## src/rtl/mbe_pkg.sv

```systemverilog
// mbe_pkg: shared types, constants and palette helpers for the escape-time colouring block
// no dependencies; imported by every module under rtl
package mbe_pkg;

   localparam int FRAC_BITS = 28;
   localparam int CW        = FRAC_BITS + 17;   // width of c: 32-bit min plus 12x31 product
   localparam int ZW        = CW + 1;           // width of z after one add
   localparam int NW        = FRAC_BITS + 2;    // z inside the bound fits here
   localparam int PW        = 2 * NW;           // square width
   localparam int DVW       = 24;               // divider dividend width
   localparam int MW        = 16;               // max_iter width
   localparam int COLW      = 24;

   localparam longint ZBOUND  = 64'sd2 <<< FRAC_BITS;
   localparam longint NZBOUND = -ZBOUND;
   localparam longint FOUR_SQ = 64'sd1 <<< (2 * FRAC_BITS + 2);

   typedef enum logic [2:0] {
      REG_X_MIN          = 3'd0,
      REG_Y_MIN          = 3'd1,
      REG_X_STEP         = 3'd2,
      REG_Y_STEP         = 3'd3,
      REG_MAX_ITER       = 3'd4,
      REG_PALETTE_COUNT  = 3'd5,
      REG_PALETTE_FIRST  = 3'd6,
      REG_PALETTE_SECOND = 3'd7
   } mbe_reg_type;

   typedef struct packed {
      logic signed [31:0] x_min;
      logic signed [31:0] y_min;
      logic [30:0]        x_step;
      logic [30:0]        y_step;
      logic [MW-1:0]      max_iter;
      logic [2:0]         palette_count;
      logic [47:0]        palette_first;
      logic [47:0]        palette_second;
   } mbe_cfg_type;

   typedef struct packed {
      logic       start;
      logic       square;
      logic       step;
      logic       div_go;
      logic       div_chan;
      logic       latch_idx;
      logic       blend_mul;
      logic       latch_chan;
      logic [1:0] chan;
   } mbe_cmd_type;

   typedef struct packed {
      logic mi_zero;
      logic esc_now;
      logic fixed;
      logic last;
      logic div_done;
   } mbe_stat_type;

   // palette count saturated to 2 .. 4
   function automatic logic [2:0] usable_count(input logic [2:0] n);
      logic [2:0] r;
      r = n;
      if (n < 3'd2) r = 3'd2;
      if (n > 3'd4) r = 3'd4;
      return r;
   endfunction

   function automatic logic [COLW-1:0] colour_at(input mbe_cfg_type cfg, input logic [1:0] k);
      logic [47:0] word;
      word = k[1] ? cfg.palette_second : cfg.palette_first;
      return k[0] ? word[47:24] : word[23:0];
   endfunction

endpackage

```

## src/rtl/mbe_ctrl.sv

```systemverilog
// mbe_ctrl: sequencer for iteration, index divide and per-channel blend divides
// depends on mbe_pkg
module mbe_ctrl import mbe_pkg::*; (
   input  logic         clock,
   input  logic         reset,
   input  logic         req_tvalid,
   output logic         req_tready,
   input  mbe_stat_type stat,
   input  logic         out_free,
   output logic         load_rsp,
   output mbe_cmd_type  cmd
);

   typedef enum logic [3:0] {
      ST_IDLE, ST_SQUARE, ST_STEP, ST_IDX, ST_IDX_WAIT, ST_MUL, ST_CH, ST_CH_WAIT, ST_FINISH
   } state_type;

   state_type  state_ff, state_in;
   logic [1:0] chan_ff, chan_in;

   always_comb begin
      state_in   = state_ff;
      chan_in    = chan_ff;
      cmd        = '0;
      cmd.chan   = chan_ff;
      load_rsp   = 1'b0;
      req_tready = 1'b0;
      case (state_ff)
         ST_IDLE: begin
            req_tready = 1'b1;
            if (req_tvalid) begin
               cmd.start = 1'b1;
               state_in  = stat.mi_zero ? ST_FINISH : ST_SQUARE;
            end
         end
         ST_SQUARE: begin
            cmd.square = 1'b1;
            state_in   = ST_STEP;
         end
         ST_STEP: begin
            cmd.step = 1'b1;
            if (stat.esc_now)                 state_in = ST_IDX;
            else if (stat.fixed || stat.last) state_in = ST_FINISH;
            else                              state_in = ST_SQUARE;
         end
         ST_IDX: begin
            cmd.div_go = 1'b1;
            state_in   = ST_IDX_WAIT;
         end
         ST_IDX_WAIT: begin
            if (stat.div_done) begin
               cmd.latch_idx = 1'b1;
               state_in      = ST_MUL;
            end
         end
         ST_MUL: begin
            cmd.blend_mul = 1'b1;
            chan_in       = 2'd0;
            state_in      = ST_CH;
         end
         ST_CH: begin
            cmd.div_go   = 1'b1;
            cmd.div_chan = 1'b1;
            state_in     = ST_CH_WAIT;
         end
         ST_CH_WAIT: begin
            if (stat.div_done) begin
               cmd.latch_chan = 1'b1;
               if (chan_ff == 2'd2) begin
                  state_in = ST_FINISH;
               end else begin
                  chan_in  = chan_ff + 2'd1;
                  state_in = ST_CH;
               end
            end
         end
         ST_FINISH: begin
            if (out_free) begin
               load_rsp = 1'b1;
               state_in = ST_IDLE;
            end
         end
         default: state_in = ST_IDLE;
      endcase
   end

   always_ff @(posedge clock) begin
      if (reset) begin
         state_ff <= ST_IDLE;
         chan_ff  <= 2'd0;
      end else begin
         state_ff <= state_in;
         chan_ff  <= chan_in;
      end
   end

   a_esc_to_idx: assert property (@(posedge clock) disable iff (reset)
      (state_ff == ST_STEP && stat.esc_now) |=> state_ff == ST_IDX)
      else $error("escape did not start interpolation");

   a_chan_range: assert property (@(posedge clock) disable iff (reset)
      cmd.latch_chan |-> chan_ff != 2'd3)
      else $error("blend channel out of range");

endmodule

```

## config.mk

```make
export PLATFORM = sky130hd
export DESIGN_NAME = mbe_ctrl
export DESIGN_NICKNAME = d
export VERILOG_FILES = /design/src/rtl/mbe_pkg.sv /design/src/rtl/mbe_ctrl.sv
export SDC_FILE = /design/constraint.sdc
export NUM_CORES = 1
export LEC_CHECK = 0
export ABC_CLOCK_PERIOD_IN_PS = 2900
export BUFFER_PORTS_ARGS = -buffer_cell sky130_fd_sc_hd__buf_2
export CAP_MARGIN = 5
export CORE_AREA = 4 4 41 43
export DETAILED_ROUTE_END_ITERATION = 10
export DIE_AREA = 0 0 45 47
export SLEW_MARGIN = 20
export SYNTH_ARGS = -nofsm -noshare
export SYNTH_HDL_FRONTEND = slang
export SYNTH_SLANG_ARGS = --single-unit
```

## constraint.sdc

```tcl
create_clock -name clock -period 2.9 [get_ports clock]
set_input_delay 0.58 -clock clock [delete_from_list [all_inputs] [get_ports clock]]
set_output_delay 0.58 -clock clock [all_outputs]
set_load 0.005 [all_outputs]
```

Word level (Yosys, flattened, before mapping) --
Index checks and enable logic that the tools add are counted.
Operators by class: $add $sub $neg 1, equal/unequal tests 14, mux-type cells 25, reduce and logical (&&, ||, !) cells 6
Operators by type and width (count):
- $pmux W4 S9 | 1
- $mux W4 | 8
- $eq A4 B3 Y1 const B | 4
- $mux W1 | 13
- $ne A2 B2 Y1 const B | 5
- $eq A4 B2 Y1 const B | 2
- $eq A4 B1 Y1 const B | 1
- $eq A4 B4 Y1 const B | 1
- $logic_not A4 Y1 | 1
- $mux W2 | 2
- $pmux W2 S2 | 1
- $reduce_and A4 Y1 | 1
- $reduce_and A3 Y1 | 1
- $add A2 B1 Y2 const B | 1
- $eq A2 B2 Y1 const B | 1
- $reduce_bool A2 Y1 | 1
- $reduce_or A2 Y1 | 1
- $logic_or A1 B1 Y1 | 1
Word-level totals: bits in registers 6, input port bits 9, output and inout bits 12, logic and storage cells 48

Longest topological paths before layout --
Gate-level depths: netlist of the first run.
word-level depth 4, depth in mapped cells 6, mapped depth without buffers 6

Worst setup path before layout of the first run --
No wires, ideal clock.
path kind flip-flop to output port, start point register state_ff[2], end point output port cmd[9] (netlist name), arrival 1071 ps, required time 2320 ps, path slack 1249 ps, stages on the path, launching flop included 4, buffers on the path 1, cells stage by stage dfxtp_1 clkbuf_1 nor4_1 and2_1
RTL lines:
- start, declared | line mbe_ctrl.sv:18 | state_type state_ff, state_in;
- start signal, assigned | line mbe_ctrl.sv:92 | state_ff <= state_in;
- end, declared | line mbe_ctrl.sv:11 | output mbe_cmd_type cmd

==> results.py, run 1 <==
metrics = {
    "outcome": {
        "status": "complete, no violations",
    },
    "global_route": {
        "grt_overflow_total": 0,
        "grt_max_degree": 16,
        "antenna_found_initial": 0,
        "track_usage": 0.127,
        "grt_pass1_vias": 442,
        "grt_pass1_wl_mm": 1.95,
    },
    "drt": {
        "dr.pass1.iters": 4,
        "wl_per_cell_um": 12.4,
        "drtIter0Drc": 5,
        "vias": 549,
        "drt-total-wl_mm": 1.24,
        "routed_via_density": 5.49,
        "drc_errors": 0,
        "drtAntennaViolNets": 0,
    },
    "setup_path": {
        "end_kind": "output pin",
        "cp.arrival_ns": 1.48,
        "path_delay_family": "flip-flops",
        "critPathSlowestCell": "dfxtp_1",
        "worstPathMaxFanout": 14,
        "slowest_delay_ns": 0.60,
        "cp_cell_sequence": "nand2b_1 > nor3_1 > buf_2",
        "cp.required_ns": 2.32,
        "path_class": "flip-flop to output pin",
        "cp_num_buf_inv": 1,
        "cp-start-kind": "flip-flop",
    },
    "clock_tree": {
        "cts_resized": 0,
        "clock_path_buffers": 2,
        "post_cts_buffers": 0,
        "hold_buffers": 0,
        "root_buffer": "clkbuf_4",
        "htreeDepth": 1,
        "cts_buffers": 3,
        "cts.sinks": 6,
        "clkLatencyLatePin_ns": 0.24,
        "clk_pin_slew_ns": 0.05,
        "tritoncts": "yes",
    },
    "hold_path": {
        "hold_path_class": "flip-flop to flip-flop",
    },
    "placement": {
        "dp_hpwl_um": 925,
        "gp_congestion": 0.733,
        "io_buffers": 20,
        "place_area_um2": 563,
        "pre_cts_ws_ns": 1.13,
    },
    "synth": {
        "synth.net_count": 77,
        "ys_top_cells_by_area": "dfxtp_1, nor3_1, nor4_1",
        "yosysTopAreaCellShare": 0.251,
        "syn_avg_cell_area_um2": 7.13,
        "yosys.area.top_type": "dfxtp_1",
        "postSynthCellCount": 67,
        "ys_seq_area_frac": 0.251,
        "synth_warnings": 0,
        "synth_cell_types": 29,
        "synth-seq-cells": 6,
        "synth_area_um2": 478,
    },
    "layout": {
        "regArea_um2": 120,
        "drive_gt1_frac": 0.271,
        "final_common_cell": "buf_2",
        "area_growth_pct": 22.5,
        "fill_cells": 150,
        "fin_util": 0.450,
        "final_cell_mix": "buf_2, nor3_1, nor2_1",
        "multiInputGateArea_um2": 313,
        "final_cell_area_um2": 586,
        "fin_nets": 97,
        "n_antenna_cell": 0,
    },
    "floorplanning": {
        "die_x_um": 45,
        "core_area_um2": 1300,
        "rows": 13,
        "initial_utilization": 0.367,
        "io_pins": 21,
        "fp.dieArea_um2": 2120,
        "die_h_um": 47,
    },
    "timing": {
        "setup_viol": 0,
        "min_period_over_period": 0.710,
        "fmax_mhz": 486,
        "finClkSkew_ns": 0.00776,
        "worstMarginPinSlew_ns": 0.455,
        "finalWorstSetupSlack_ns": 0.842,
        "rsz0062_at_grt": "false",
        "max_slew_margin": 0.696,
        "finalMaxSlewViolations": 0,
        "period_needed_ns": 2.06,
        "setup-tns-final_ns": 0,
        "hold_viol_final": 0,
    },
    "pwr": {
        "cellLeakagePower_nw": 0.254,
        "max-vdd-ir-drop_mv": 0.181,
        "power.density_nw_per_um2": 344,
    },
    "job": {
        "cap_violations": 0,
    },
}
## cell type report
type	count	share of cell area
multi-input combinational	53	0.534
sequential	6	0.205
clock buffer	3	0.0385
tap	15	0.0321
timing repair buffer	20	0.171
inverter	3	0.0192
## per-stage QoR
stage               instances  total power, mW  hold slack, ns
finish                    100            0.202           0.519
CTS                       100            0.204           0.528
floorplan                  67            0.112           0.507
global placement           97            0.126           0.515
global route              100            0.214           0.609
detailed placement         97            0.127           0.516
## synthesized netlist by cell type
cell type  number
a31oi_1         1
or2b_1          1
a21oi_1         4
a211o_1         1
nand4_1         1
a211oi_1        1
ha_1            1
nand2_1         2
clkbuf_1        2
or4_1           1
a32oi_1         1
a31o_1          1
nand2b_1        4
nor2b_1         1
o21ai_1         1
dfxtp_1         6
buf_6           1
a22o_1          1
xnor2_1         1
and3_1          1
nor4_1          5
nor3_1          9
nor2_1          8
a22oi_1         1
buf_4           2
o21ai_0         2
inv_1           3
o21bai_1        2
and2_1          2
## sequential cells by signal, indices dropped and copies added (netlist names)
name / count
chan_ff: 2
state_ff: 4
## worst paths after layout
path                                  start           to  slack [ns]  depth (start not counted)
worst max register to register  state_ff[1]  state_ff[3]        1.21                          4
worst min register to register   chan_ff[1]   chan_ff[1]        0.52                          2
worst min-delay path             chan_ff[1]   chan_ff[1]        0.52                          2
worst max-delay path            state_ff[1]       cmd[2]        0.84                          3
## kinds of logic (layout without fill, tap and decap cells)
kind of cell,after synthesis,after routing,share of synthesized area
compound gates,16,16,0.223
xor+xnor,1,1,0.0183
fa+ha+maj,1,1,0.0262
buf+inv,8,26,0.0942
flops,6,6,0.251
simple gates,35,35,0.387
## metal layers
layer	up-vias	routed length, µm	track usage
li1	279	-	-
met1	253	616	0.158
met2	15	541	0.198
met3	2	75	0.0575
met4	0	11	0.0351
met5	-	0	0
## tightest hold or removal path, stage by stage, from the launching register on
cell and delay [ns]:
dfxtp_1 0.34, a21oi_1 0.07, nor2_1 0.07
## power by group
group	switching, mW	internal, mW	total, mW
clock network	0.0297	0.0468	0.0764
registers	0.00706	0.0849	0.0919
logic	0.0164	0.0169	0.0333
(Power assumes the default switching activity.)
==> inputs of run 2 (changes only) <==
- ABC_AREA: not set -> 1
- ABC_CLOCK_PERIOD_IN_PS: 2900 -> 2000
- clock period: 2.9 -> 2 ns (I/O delays scaled with it)
==> results.py, run 2 <==
metrics = {
    "synth": {
        "muxShareOfSynthArea": 0,
        "async_reset_ff_frac": 0,
        "synth_xor_area_frac": 0,
        "synth_warnings": 0,
        "ys_top_cells_by_area": "dfxtp_1, nand2_1, inv_1",
        "synthFlopType": "dfxtp_1",
        "syn_avg_cell_area_um2": 5.72,
        "synth_area_um2": 498,
        "synth.most_common_cell": "nand2_1",
        "yosysTopAreaCellShare": 0.241,
        "synth_simple_gate_area_frac": 0.487,
        "synth_fa_ha_area_frac": 0.0251,
        "synth-seq-cells": 6,
        "yosys.area.top_type": "dfxtp_1",
        "synth.net_count": 97,
        "synth_common_cells": "nand2_1, inv_1, nand3_1, nor2_1",
        "synth_cell_types": 17,
        "postSynthCellCount": 87,
        "synth_compound_area_frac": 0.111,
        "synth_edf_count": 0,
        "ys_seq_area_frac": 0.241,
        "synth_top_family_by_area": "simple AND/OR/NAND/NOR gates",
    },
    "timing": {
        "worstMarginPinSlew_ns": 0.289,
        "hold_viol_final": 0,
        "period_needed_ns": 1.63,
        "finalMaxSlewViolations": 0,
        "setup-tns-final_ns": 0,
        "max_slew_margin": 0.807,
        "fmax_mhz": 615,
        "finClkSkew_ns": 0.00326,
        "finalWorstSetupSlack_ns": 0.374,
        "min_period_over_period": 0.813,
        "fin_hold_ws_ns": 0.395,
        "rsz0062_at_grt": "false",
        "setup_viol": 0,
    },
    "placement": {
        "dp_hpwl_mm": 1.01,
        "place_area_um2": 617,
        "gp_congestion": 0.788,
        "io_buffers": 20,
        "pre_cts_ws_ns": 0.621,
    },
    "job": {
        "cap_violations": 0,
    },
    "layout": {
        "final_cell_area_um2": 639,
        "fin_nets": 122,
        "final_common_cell": "nand2_1",
        "drive_gt1_frac": 0.336,
        "area_growth_pct": 28.4,
        "reg_top3": "state_ff (4), chan_ff (2)",
        "n_antenna_cell": 0,
        "regMostFlops": "state_ff",
        "final_cell_mix": "nand2_1, buf_2, inv_1",
        "largest_reg_flops": 4,
    },
    "setup_path": {
        "cp.required_ns": 1.60,
        "cp-start-kind": "flip-flop",
        "cp.arrival_ns": 1.23,
        "worstPathMaxFanout": 7,
        "path_class": "flip-flop to output pin",
        "end_kind": "output pin",
    },
    "floorplanning": {
        "die_x_um": 45,
        "rows": 13,
        "fp.dieArea_um2": 2120,
        "initial_utilization": 0.383,
        "core_area_um2": 1300,
        "die_h_um": 47,
        "io_pins": 21,
    },
    "global_route": {
        "grt_max_degree": 8,
        "grt_pass1_vias": 484,
        "antenna_found_initial": 0,
        "track_usage": 0.125,
        "grt_pass1_wl_mm": 1.91,
        "grt_overflow_total": 0,
    },
    "drt": {
        "vias": 580,
        "drtAntennaViolNets": 0,
        "drtIter0Drc": 10,
        "wl_per_cell_um": 9.15,
        "top_layer_used": "met4",
        "drc_errors": 0,
        "routed_via_density": 4.64,
        "dr.pass1.iters": 4,
        "drt-total-wl_mm": 1.14,
        "met1_length_um": 555,
        "dr_wl_met2_um": 500,
        "wl_met3_um": 81,
    },
    "outcome": {
        "status": "complete, no violations",
    },
    "hold_path": {
        "hold_path_class": "input port to flip-flop",
    },
    "clock_tree": {
        "tritoncts": "yes",
        "clkLatencyLatePin_ns": 0.24,
        "htreeDepth": 1,
        "root_buffer": "clkbuf_4",
        "cts_resized": 0,
        "clock_path_buffers": 2,
        "clk_pin_slew_ns": 0.05,
        "cts_buffers": 3,
        "cts.sinks": 6,
        "hold_buffers": 0,
        "post_cts_buffers": 0,
    },
    "pwr": {
        "power_mw": 0.334,
        "cellLeakagePower_nw": 0.372,
        "power.density_nw_per_um2": 522,
        "max-vdd-ir-drop_mv": 0.351,
    },
}
-- run 2: cell types whose count changed in the layout (fill, tap and decap cells not counted), moves of 4 or more --
cell	previous run	this run
nor3_1	9	3
nand2_1	2	25
inv_2	0	5
nand3_1	0	8
inv_1	3	13
nand2b_1	4	0
nor2_2	0	5
nor4_1	5	1
-- run 2: layout make-up --
type,instances,area (µm²)
flip-flops and latches,6,120
multi-input cells,63,310
fillers,154,662
clock buffers,3,22.5
repair buffers,20,100
well taps,15,18.8
inverters,18,67.6
-- run 2: worst paths after layout --
path / startpoint / slack (ns) / cells after the start / to
worst max-delay path: state_ff[1] / 0.37 / 4 / load_rsp
worst max register to register: chan_ff[0] / 0.73 / 6 / chan_ff[0]
worst min register to register: chan_ff[0] / 0.47 / 2 / chan_ff[0]
worst min-delay path: reset / 0.40 / 2 / chan_ff[1]
-- run 2: worst max-delay path: stages (launching register included) --
cell and delay (ns):
dfxtp_1 0.38, nor2_2 0.20, inv_2 0.08, nor4_1 0.16, buf_2 0.15
-- run 2: power by group --
| group | switching, mW | internal [mW] |
|---|---|---|
| sequential | 0.00857 | 0.125 |
| combinational | 0.0541 | 0.0356 |
| clock | 0.0423 | 0.0678 |
-- run 2: per-stage QoR --
stage                util  cells
finish              0.491    125
CTS                 0.491    125
floorplan               -     87
detailed placement  0.474    122
global route        0.491    125
global placement    0.474    122
-- run 2: kinds of logic (layout without fill, tap and decap cells) --
| group | Yosys count | count (layout) |
|---|---|---|
| AND/OR/NAND/NOR | 53 | 53 |
| buffers and inverters | 18 | 41 |
| AO/OA/AOI/OAI | 9 | 9 |
| flip-flops | 6 | 6 |
| adder cells (fa/ha/maj) | 1 | 1 |
-- run 2: layer usage --
| layer | global-route usage | up-vias |
|---|---|---|
| li1 | - | 324 |
| met1 | 0.162 | 240 |
| met2 | 0.186 | 14 |
| met3 | 0.0230 | 2 |
| met4 | 0.0877 | 0 |
| met5 | 0 | - |
==> inputs of run 3 (changes only) <==
- ABC_CLOCK_PERIOD_IN_PS: 2000 -> 1600
- clock period: 2 -> 1.6 ns (I/O delays scaled with it)
==> results.py, run 3 (same netlist as run 2, synthesis figures left out) <==
metrics = {
    "layout": {
        "drive_gt1_frac": 0.345,
        "fin_util": 0.501,
        "final_cell_mix": "nand2_1, buf_2, inv_1",
        "reg_top3": "state_ff (4), chan_ff (2)",
        "area_growth_pct": 30.9,
        "regMostFlops": "state_ff",
        "fill_cells": 160,
        "final_common_cell": "nand2_1",
        "largest_reg_flops": 4,
        "n_antenna_cell": 0,
        "fin_cells": 125,
        "fin_nets": 122,
    },
    "floorplanning": {
        "initial_utilization": 0.383,
        "io_pins": 21,
        "core_area_um2": 1300,
        "die_x_um": 45,
        "rows": 13,
        "die_h_um": 47,
        "fp.dieArea_um2": 2120,
    },
    "setup_path": {
        "cp.arrival_ns": 1.23,
        "worstPathMaxFanout": 5,
        "cp_cell_sequence": "nor2_2 > inv_2 > nor4_1 > buf_2",
        "slowest_delay_ns": 0.37,
        "path_delay_family": "simple AND/OR/NAND/NOR gates",
        "end_kind": "output pin",
        "critPathSlowestCell": "dfxtp_1",
        "path_class": "flip-flop to output pin",
        "cp-start-kind": "flip-flop",
        "cp.required_ns": 1.28,
        "cp_num_buf_inv": 2,
    },
    "global_route": {
        "grt_pass1_vias": 530,
        "grt_overflow_total": 0,
        "antenna_found_initial": 0,
        "track_usage": 0.141,
        "grt_pass1_wl_mm": 2.17,
        "grt_max_degree": 8,
    },
    "timing": {
        "period_needed_ns": 1.55,
        "hold_viol_final": 0,
        "finClkSkew_ns": 0.00330,
        "finalMaxSlewViolations": 0,
        "setup_viol": 0,
        "worstMarginPinSlew_ns": 0.279,
        "fmax_mhz": 646,
        "finalWorstSetupSlack_ns": 0.0527,
        "max_slew_margin": 0.813,
        "min_period_over_period": 0.967,
        "fin_hold_ws_ns": 0.302,
        "rsz0062_at_grt": "true",
    },
    "clock_tree": {
        "root_buffer": "clkbuf_4",
        "clock_path_buffers": 2,
        "htreeDepth": 1,
        "clk_pin_slew_ns": 0.04,
        "clkLatencyLatePin_ns": 0.25,
        "tritoncts": "yes",
        "hold_buffers": 0,
        "post_cts_buffers": 0,
        "cts_buffers": 3,
        "cts.sinks": 6,
        "cts_resized": 0,
    },
    "drt": {
        "drtIter0Drc": 6,
        "drc_errors": 0,
        "drtAntennaViolNets": 0,
        "drt-total-wl_mm": 1.26,
        "wl_per_cell_um": 10.1,
        "routed_via_density": 4.67,
        "dr.pass1.iters": 4,
        "vias": 584,
    },
    "placement": {
        "pre_cts_ws_ns": 0.321,
        "dp_hpwl_mm": 1.05,
        "gp_congestion": 0.785,
        "io_buffers": 20,
        "dp_cells": 122,
    },
    "job": {
        "cap_violations": 0,
    },
    "hold_path": {
        "hold_path_class": "input port to flip-flop",
    },
    "pwr": {
        "max-vdd-ir-drop_mv": 0.350,
        "cellLeakagePower_nw": 0.381,
        "power.density_nw_per_um2": 648,
    },
    "outcome": {
        "status": "complete, no violations",
    },
}
==> run 3: cell counts in the layout (fill, tap and decap cells not counted) <==
No cell type changed its count.
==> run 3: layer usage <==
metal | wire length [µm] | global-route usage | vias to the layer above
li1 | - | - | 319
met2 | 565 | 0.215 | 17
met5 | 0 | 0 | -
met3 | 88 | 0.0268 | 3
met4 | 27 | 0.0877 | 0
met1 | 581 | 0.183 | 245
==> run 3: power by group <==
part	switching (mW)	internal, mW
sequential	0.0124	0.157
combinational	0.0702	0.0445
clock	0.0535	0.0847
==> run 3: stage by stage <==
stage                     power [mW]  cell area [µm²]  setup TNS, ns
after floorplan                0.243              498              0
after global placement         0.285              617              0
after detailed placement       0.284              617              0
after CTS                      0.429              639              0
after global routing           0.454              652        -0.0250
final                          0.423              652              0
==> run 3: area by class of cell <==
cell class	count	area, µm²	area share
Timing Repair Buffer	20	100	0.154
Sequential cell	6	121	0.186
Clock buffer	3	22.5	0.0345
Inverter	18	67.6	0.104
Multi-Input combinational cell	63	322	0.493
Tap cell	15	18.8	0.0288
==> run 3: worst paths after layout <==
path                 endpoint  slack, ns  cells past startpoint         from
setup / recovery     load_rsp       0.05                      4  state_ff[0]
hold / removal    state_ff[1]       0.30                      2        reset
setup reg to reg   chan_ff[0]       0.34                      6   chan_ff[0]
hold reg to reg    chan_ff[0]       0.48                      2   chan_ff[0]
